## src/rtl/bapg_pkg.sv

```systemverilog
// Types and constants of the buzzer alarm pattern generator.
`default_nettype none
package bapg_pkg;

  localparam int unsigned CountW = 16;
  localparam int unsigned KindW  = 3;
  localparam int unsigned CfgIdxW = 3;

  localparam logic [1:0] OP_TICK    = 2'd0;
  localparam logic [1:0] OP_TRIGGER = 2'd1;
  localparam logic [1:0] OP_CLEAR   = 2'd2;

  localparam logic [KindW-1:0] KIND_NONE    = 3'd0;
  localparam logic [KindW-1:0] KIND_STARTUP = 3'd1;
  localparam logic [KindW-1:0] KIND_SENSOR  = 3'd2;
  localparam logic [KindW-1:0] KIND_PUMP    = 3'd3;
  localparam logic [KindW-1:0] KIND_BATTERY = 3'd4;

  localparam logic [CfgIdxW-1:0] REG_STARTUP_BEEP = 3'd0;
  localparam logic [CfgIdxW-1:0] REG_FAST_TOGGLE  = 3'd1;
  localparam logic [CfgIdxW-1:0] REG_SLOW_ON      = 3'd2;
  localparam logic [CfgIdxW-1:0] REG_SLOW_OFF     = 3'd3;
  localparam logic [CfgIdxW-1:0] REG_DOUBLE_SHORT = 3'd4;
  localparam logic [CfgIdxW-1:0] REG_DOUBLE_GAP   = 3'd5;

  localparam logic [CountW-1:0] COUNT_MAX = 16'hFFFF;

  localparam logic [1:0] STEP_0 = 2'd0;
  localparam logic [1:0] STEP_1 = 2'd1;
  localparam logic [1:0] STEP_2 = 2'd2;
  localparam logic [1:0] STEP_3 = 2'd3;

  typedef struct packed {
    logic [1:0]       operation;
    logic [KindW-1:0] alarm_kind;
  } bapg_in_t;

  typedef struct packed {
    logic             buzzer_on;
    logic [KindW-1:0] active_kind;
    logic             alarm_active;
  } bapg_out_t;

  typedef struct packed {
    logic [CountW-1:0] startup_beep_ticks;
    logic [CountW-1:0] fast_toggle_ticks;
    logic [CountW-1:0] slow_on_ticks;
    logic [CountW-1:0] slow_off_ticks;
    logic [CountW-1:0] double_short_ticks;
    logic [CountW-1:0] double_gap_ticks;
  } bapg_cfg_t;

  typedef struct packed {
    logic [KindW-1:0]  kind;
    logic              level;
    logic [CountW-1:0] count;
    logic [1:0]        step;
  } bapg_state_t;

endpackage
`default_nettype wire

```

## src/rtl/bapg_step.sv

```systemverilog
// Next-state logic of the alarm patterns for one input item.
`default_nettype none
module bapg_step
  import bapg_pkg::*;
(
  input  bapg_in_t    item,
  input  bapg_cfg_t   cfg,
  input  bapg_state_t cur,
  output bapg_state_t nxt
);

  logic [CountW-1:0] elapsed;

  assign elapsed = (cur.count == COUNT_MAX) ? cur.count : cur.count + 16'd1;

  always_comb begin
    nxt = cur;
    case (item.operation)
      OP_TICK: begin
        nxt.count = elapsed;
        case (cur.kind)
          KIND_STARTUP: begin
            if (cur.step == STEP_0 && elapsed >= cfg.startup_beep_ticks) begin
              nxt.level = 1'b0;
              nxt.count = '0;
              nxt.step  = STEP_1;
            end else if (cur.step == STEP_1) begin
              nxt.kind = KIND_NONE;
            end
          end
          KIND_SENSOR: begin
            if (elapsed >= cfg.fast_toggle_ticks) begin
              nxt.level = ~cur.level;
              nxt.count = '0;
            end
          end
          KIND_PUMP: begin
            if (cur.level && elapsed >= cfg.slow_on_ticks) begin
              nxt.level = 1'b0;
              nxt.count = '0;
            end else if (!cur.level && elapsed >= cfg.slow_off_ticks) begin
              nxt.level = 1'b1;
              nxt.count = '0;
            end
          end
          KIND_BATTERY: begin
            // Two short beeps with a short gap, then the long silent gap.
            if (cur.step == STEP_0 && elapsed >= cfg.double_short_ticks) begin
              nxt.level = 1'b0;
              nxt.count = '0;
              nxt.step  = STEP_1;
            end else if (cur.step == STEP_1 && elapsed >= cfg.double_short_ticks) begin
              nxt.level = 1'b1;
              nxt.count = '0;
              nxt.step  = STEP_2;
            end else if (cur.step == STEP_2 && elapsed >= cfg.double_short_ticks) begin
              nxt.level = 1'b0;
              nxt.count = '0;
              nxt.step  = STEP_3;
            end else if (cur.step == STEP_3 && elapsed >= cfg.double_gap_ticks) begin
              nxt.level = 1'b1;
              nxt.count = '0;
              nxt.step  = STEP_0;
            end
          end
          default: begin
            nxt.level = 1'b0;
          end
        endcase
      end
      OP_TRIGGER: begin
        if (item.alarm_kind <= KIND_BATTERY && item.alarm_kind != cur.kind) begin
          nxt.kind  = item.alarm_kind;
          nxt.count = '0;
          nxt.step  = STEP_0;
          nxt.level = (item.alarm_kind != KIND_NONE);
        end
      end
      OP_CLEAR: begin
        // The counter and step are left alone; the next trigger of an alarm kind resets them.
        if (cur.kind != KIND_NONE) begin
          nxt.kind  = KIND_NONE;
          nxt.level = 1'b0;
        end
      end
      default: begin
        nxt = cur;
      end
    endcase
  end

endmodule
`default_nettype wire

```

## src/rtl/buzzer_alarm_pattern_generator.sv

```systemverilog
// Top level of the buzzer alarm pattern generator.
// The block takes one beat per clock cycle (a tick, a trigger or a clear) and
// returns one result beat for each, holding the buzzer level and the alarm
// kind that stand after that item. The result is presented in the cycle after
// acceptance, or later when it has to wait in the skid register behind a
// stalled beat. The pattern state is updated by a single pass of compare and
// counter logic, so a new item can enter every cycle; the result side has an
// output register and a one-beat skid register, so input is stalled only when
// both are full. Timing registers are written through the configuration port
// only while idle: a rule for the user, which the block does not enforce.
`default_nettype none
module buzzer_alarm_pattern_generator
  import bapg_pkg::*;
(
  input  logic               clk,
  input  logic               rst,
  input  logic               in_valid,
  output logic               in_stall,
  input  bapg_in_t           in_data,
  output logic               out_valid,
  input  logic               out_stall,
  output bapg_out_t          out_data,
  input  logic               cfg_wr_en,
  input  logic [CfgIdxW-1:0] cfg_index,
  input  logic [CountW-1:0]  cfg_wdata
);

  bapg_cfg_t   cfg;
  bapg_state_t state;
  bapg_state_t state_next;
  bapg_out_t   result;
  bapg_out_t   skid_data;
  logic        skid_valid;
  logic        in_accept;
  logic        out_take;

  assign in_stall  = skid_valid;
  assign in_accept = in_valid && !skid_valid;
  assign out_take  = out_valid && !out_stall;

  bapg_step u_step (
    .item (in_data),
    .cfg  (cfg),
    .cur  (state),
    .nxt  (state_next)
  );

  assign result.buzzer_on    = state_next.level;
  assign result.active_kind  = state_next.kind;
  assign result.alarm_active = (state_next.kind != KIND_NONE);

  always_ff @(posedge clk) begin
    if (rst) begin
      cfg.startup_beep_ticks <= 16'd150;
      cfg.fast_toggle_ticks  <= 16'd150;
      cfg.slow_on_ticks      <= 16'd1000;
      cfg.slow_off_ticks     <= 16'd500;
      cfg.double_short_ticks <= 16'd100;
      cfg.double_gap_ticks   <= 16'd1000;
    end else if (cfg_wr_en) begin
      case (cfg_index)
        REG_STARTUP_BEEP: cfg.startup_beep_ticks <= cfg_wdata;
        REG_FAST_TOGGLE:  cfg.fast_toggle_ticks  <= cfg_wdata;
        REG_SLOW_ON:      cfg.slow_on_ticks      <= cfg_wdata;
        REG_SLOW_OFF:     cfg.slow_off_ticks     <= cfg_wdata;
        REG_DOUBLE_SHORT: cfg.double_short_ticks <= cfg_wdata;
        REG_DOUBLE_GAP:   cfg.double_gap_ticks   <= cfg_wdata;
        default: begin
        end
      endcase
    end
  end

  always_ff @(posedge clk) begin
    if (rst) begin
      state <= '0;
    end else if (in_accept) begin
      state <= state_next;
    end
  end

  // A beat waiting in the skid register always goes out before a new one.
  always_ff @(posedge clk) begin
    if (rst) begin
      out_valid  <= 1'b0;
      skid_valid <= 1'b0;
    end else if (skid_valid) begin
      if (out_take) begin
        out_data   <= skid_data;
        skid_valid <= 1'b0;
      end
    end else if (in_accept) begin
      if (out_valid && !out_take) begin
        skid_data  <= result;
        skid_valid <= 1'b1;
      end else begin
        out_data  <= result;
        out_valid <= 1'b1;
      end
    end else if (out_take) begin
      out_valid <= 1'b0;
    end
  end

endmodule
`default_nettype wire

```

## config.mk

```make
export PLATFORM = sky130hd
export DESIGN_NAME = buzzer_alarm_pattern_generator
export DESIGN_NICKNAME = d
export VERILOG_FILES = /design/src/rtl/bapg_pkg.sv /design/src/rtl/bapg_step.sv /design/src/rtl/buzzer_alarm_pattern_generator.sv
export SDC_FILE = /design/constraint.sdc
export NUM_CORES = 1
export LEC_CHECK = 0
export ABC_AREA = 1
export BUFFER_PORTS_ARGS = -buffer_cell sky130_fd_sc_hd__buf_2
export CORE_AREA = 2 2 157 144
export CTS_CLUSTER_DIAMETER = 40
export DETAILED_ROUTE_END_ITERATION = 7
export DIE_AREA = 0 0 159 146
export PLACE_DENSITY = 0.6
export SYNTH_ARGS = -nofsm -noshare
export SYNTH_HDL_FRONTEND = slang
export SYNTH_SLANG_ARGS = --single-unit
```

## constraint.sdc

```tcl
create_clock -name clk -period 8.7 [get_ports clk]
set_input_delay 1.305 -clock clk [delete_from_list [all_inputs] [get_ports clk]]
set_output_delay 1.305 -clock clk [all_outputs]
set_load 0.01 [all_outputs]
```

==> parameters.txt <==
Parameter                              Value

Timing
  Final worst hold slack    about 0.46 ns
  Shortest clock period the worst path allows after layout    4.706 ns
  Setup Skew    0.007477 ns
  Setup TNS Final    0 ns
  Final-report max-slew violation count    0
  Maximum clock rate    212.5 MHz
  Unrepaired setup endpoints after global routing    no
  Worst slew pin tran    1.182 ns
  Final Setup Violations    0
  Final Hold Fails    0
  Final worst-path cycle share    54.09%
  Slew HR    20.92%

Global route
  Leftover overflow at the end of global routing    0
  Maximum number of pins on one net before global-route repair    around 90
  Total routing resource utilization after global routing    between 10% and 20%
  Wire length of the first global-routing pass    between 30000 and 40000 µm
  Number of global-route vias before repair    6339
  Number of antenna violations at the first check in global routing    0

CTS
  Clock tree from TritonCTS    done
  Buffers from clock root to sink, at most    2
  Number of resized instances in the post-cts repair step    0
  Buffer count from post-CTS setup fixing    0
  Clock insertion delay at the later pin of the skew report    around 0.43 ns
  Clock tree sinks    130
  Root Driver    clkbuf_16
  Post-CTS clock slew at the launch and capture registers of the worst setup and hold paths    0.07 ns
  Clock buffers created by TritonCTS    17
  H-tree Lvls    4
  Hold_buf cts    0

Worst hold path
  HP Class    flip-flop to flip-flop
  Worst hold path cell count    2

Pwr
  Worst ir drop on vdd    0.08053 mV
  Power density over cell area    approximately 170 nW/µm²
  P_leak    3.975 nW
  Overall power after layout    0.001506 W

Status
  Run status    finished clean

Routing
  First-pass iteration count of the detailed router    6
  Vias after detailed routing    6763
  Via density per instance    approximately 5
  Number of nets with antenna violations after routing    0
  DRC    0
  Final Routed Wirelength    between 20000 and 25000 µm
  Initial detailed-routing violation count    490
  Per-cell routed wire length    between 10 and 15 µm

Synth
  Top area cells in the synthesized netlist    dfxtp_1, ha_1, a21oi_1
  Cell type with the highest aggregate area in the netlist    dfxtp_1
  EDFF count, synth    10
  Post-synthesis sequential area ratio    35.25%
  Syn_nets    1166
  Number of different library cells in the post-synthesis netlist    34
  Area fraction of the dominant cell type after synthesis    between 30% and 40%
  Count of yosys warnings during synthesis    0
  Register bit total from synthesis    130
  Post-Syn Area per Cell    roughly 7.4 µm²
  Ys flop type    dfxtp_1
  FFs w/ async S/R, synth    0%
  Post-synthesis instance area    between 7000 and 8000 µm²
  Post-Syn Instances    about 1000

Floorplan
  Ports placed on the boundary    36
  Die ar.    23210 µm²
  Core Footprint    21440 µm²
  Die width    159 µm
  Number of rows in the core area    51
  Starting utilization of the core area    35.76%
  Die span in y    ~150 µm

Critical path
  Req. time, crit path    approximately 9 ns
  Kind of critical path    flip-flop to flip-flop
  Critical path startpoint category    flip-flop
  Max Fanout on Critical Path    16
  Path depth of the worst reg2reg path    19
  Crit path DAT    between 4 and 5 ns
  Setup crit end kind    flip-flop

Finish
  Most frequent cells in the layout    nand2_1, inv_1, a21oi_1, dfxtp_1, ha_1
  Multi-input logic area    4225 µm²
  Nets    1192
  Most common library cell in the layout ignoring fill and taps    nand2_1
  Number of cells in the finished layout apart from fillers    1370
  Register area    2703 µm²
  Diodes inserted    0
  Ratio of cells with drive above 1 in the final layout    7.878%
  Synthesis-to-finish area growth    13.43%
  Number of fillers in the final layout    2246

Place
  Last weighted congestion value of the routability-driven placer    0.8489
  Post-DP HPWL    14360 µm
  Placed Instances    around 1300
  Buffers added on ports    35

Job
  Number of max-capacitance violations reported    0
[where the power goes]
| part | internal, W | switching (W) | total (W) |
|---|---|---|---|
| Sequential | 0.000624 | 0.00000858 | 0.000632 |
| Combinational | 0.0000413 | 0.0000926 | 0.000134 |
| Clock | 0.000431 | 0.000308 | 0.000740 |
| Total | 0.00110 | 0.000409 | 0.00151 |
[final cells by class]
type                            instances  area share (%)
Multi-Input combinational cell        714           48.58
Sequential cell                       130           31.07
Inverter                              167           7.208
Clock buffer                           17           4.891
Tap cell                              291           4.186
Timing Repair Buffer                   36           2.100
Clock inverter                         15           1.957
[cells by family (layout without fill, tap and decap cells)]
kind of cell	count (synthesis)	count (layout)	share of synthesized area, %
flops	130	130	35.25
simple gates	327	327	18.24
fa+ha+maj	97	97	15.83
buf+inv	196	235	9.644
compound gates	278	278	19.66
xor+xnor	12	12	1.371
[cell usage after synthesis (all sizes together) (4+ instances only)]
cell type and n:
nor2 69, a21oi 144, nand4 13, xor2 4, o21a 8, o21ai 94
inv 167, nor3 17, edfxtp 10, dfxtp 120, o211ai 24, clkbuf 26
xnor2 8, nand2 174, ha 97, nand3 49
[sequential cells by signal, summed over array words and instances (netlist names)]
signal,cells
state,22
in_stall,1
skid_data,5
cfg,96
out_data,5
out_valid,1
[critical path, cell delays in order (launching register included)]
cell and delay, ns:
dfxtp_1 0.40, ha_1 0.20, inv_1 0.08, nor3_2 0.22, nand3_2 0.18, nor3b_4 0.29, nand2_4 0.12, nand3_1 0.12
nor2_1 0.06, xor2_1 0.49, ha_1 0.24, nand4_1 0.09, nor3_1 0.50, nand3_1 0.15, nand3_1 0.16, nand2_1 0.08
nand2_1 0.09, nand4_1 0.64, nand3_1 0.33, a21oi_1 0.09
[per-layer routing]
layer  vias to the layer above  GRT usage, %  wire, µm
li1                       3537             -         -
met1                      3097         24.20     10120
met2                       108         28.67      8979
met3                        21         3.334       699
met4                         0         5.318       273
met5                         -             0         0
[path summary, 6_finish.rpt]
kind	startpoint	endpoint	slack, ns
max	state[2]$_SDFFE_PP0P_	state[7]$_SDFFE_PP0P_	3.99
max reg2reg	state[2]$_SDFFE_PP0P_	state[7]$_SDFFE_PP0P_	3.99
min	cfg[61]$_SDFFE_PP0P_	cfg[61]$_SDFFE_PP0P_	0.46
min reg2reg	cfg[61]$_SDFFE_PP0P_	cfg[61]$_SDFFE_PP0P_	0.46
[metrics by stage]
| stage | cell area (µm²) | util, % | worst slack, ns |
|---|---|---|---|
| after floorplan | 7667 | - | 5.223 |
| after global placement | 8102 | 37.79 | 4.267 |
| after detailed placement | 8102 | 37.79 | 4.159 |
| after CTS | 8697 | 40.56 | 4.144 |
| after global routing | 8697 | 40.56 | 3.729 |
| final | 8697 | 40.56 | 3.994 |
Power figures use the tool's default switching activity.
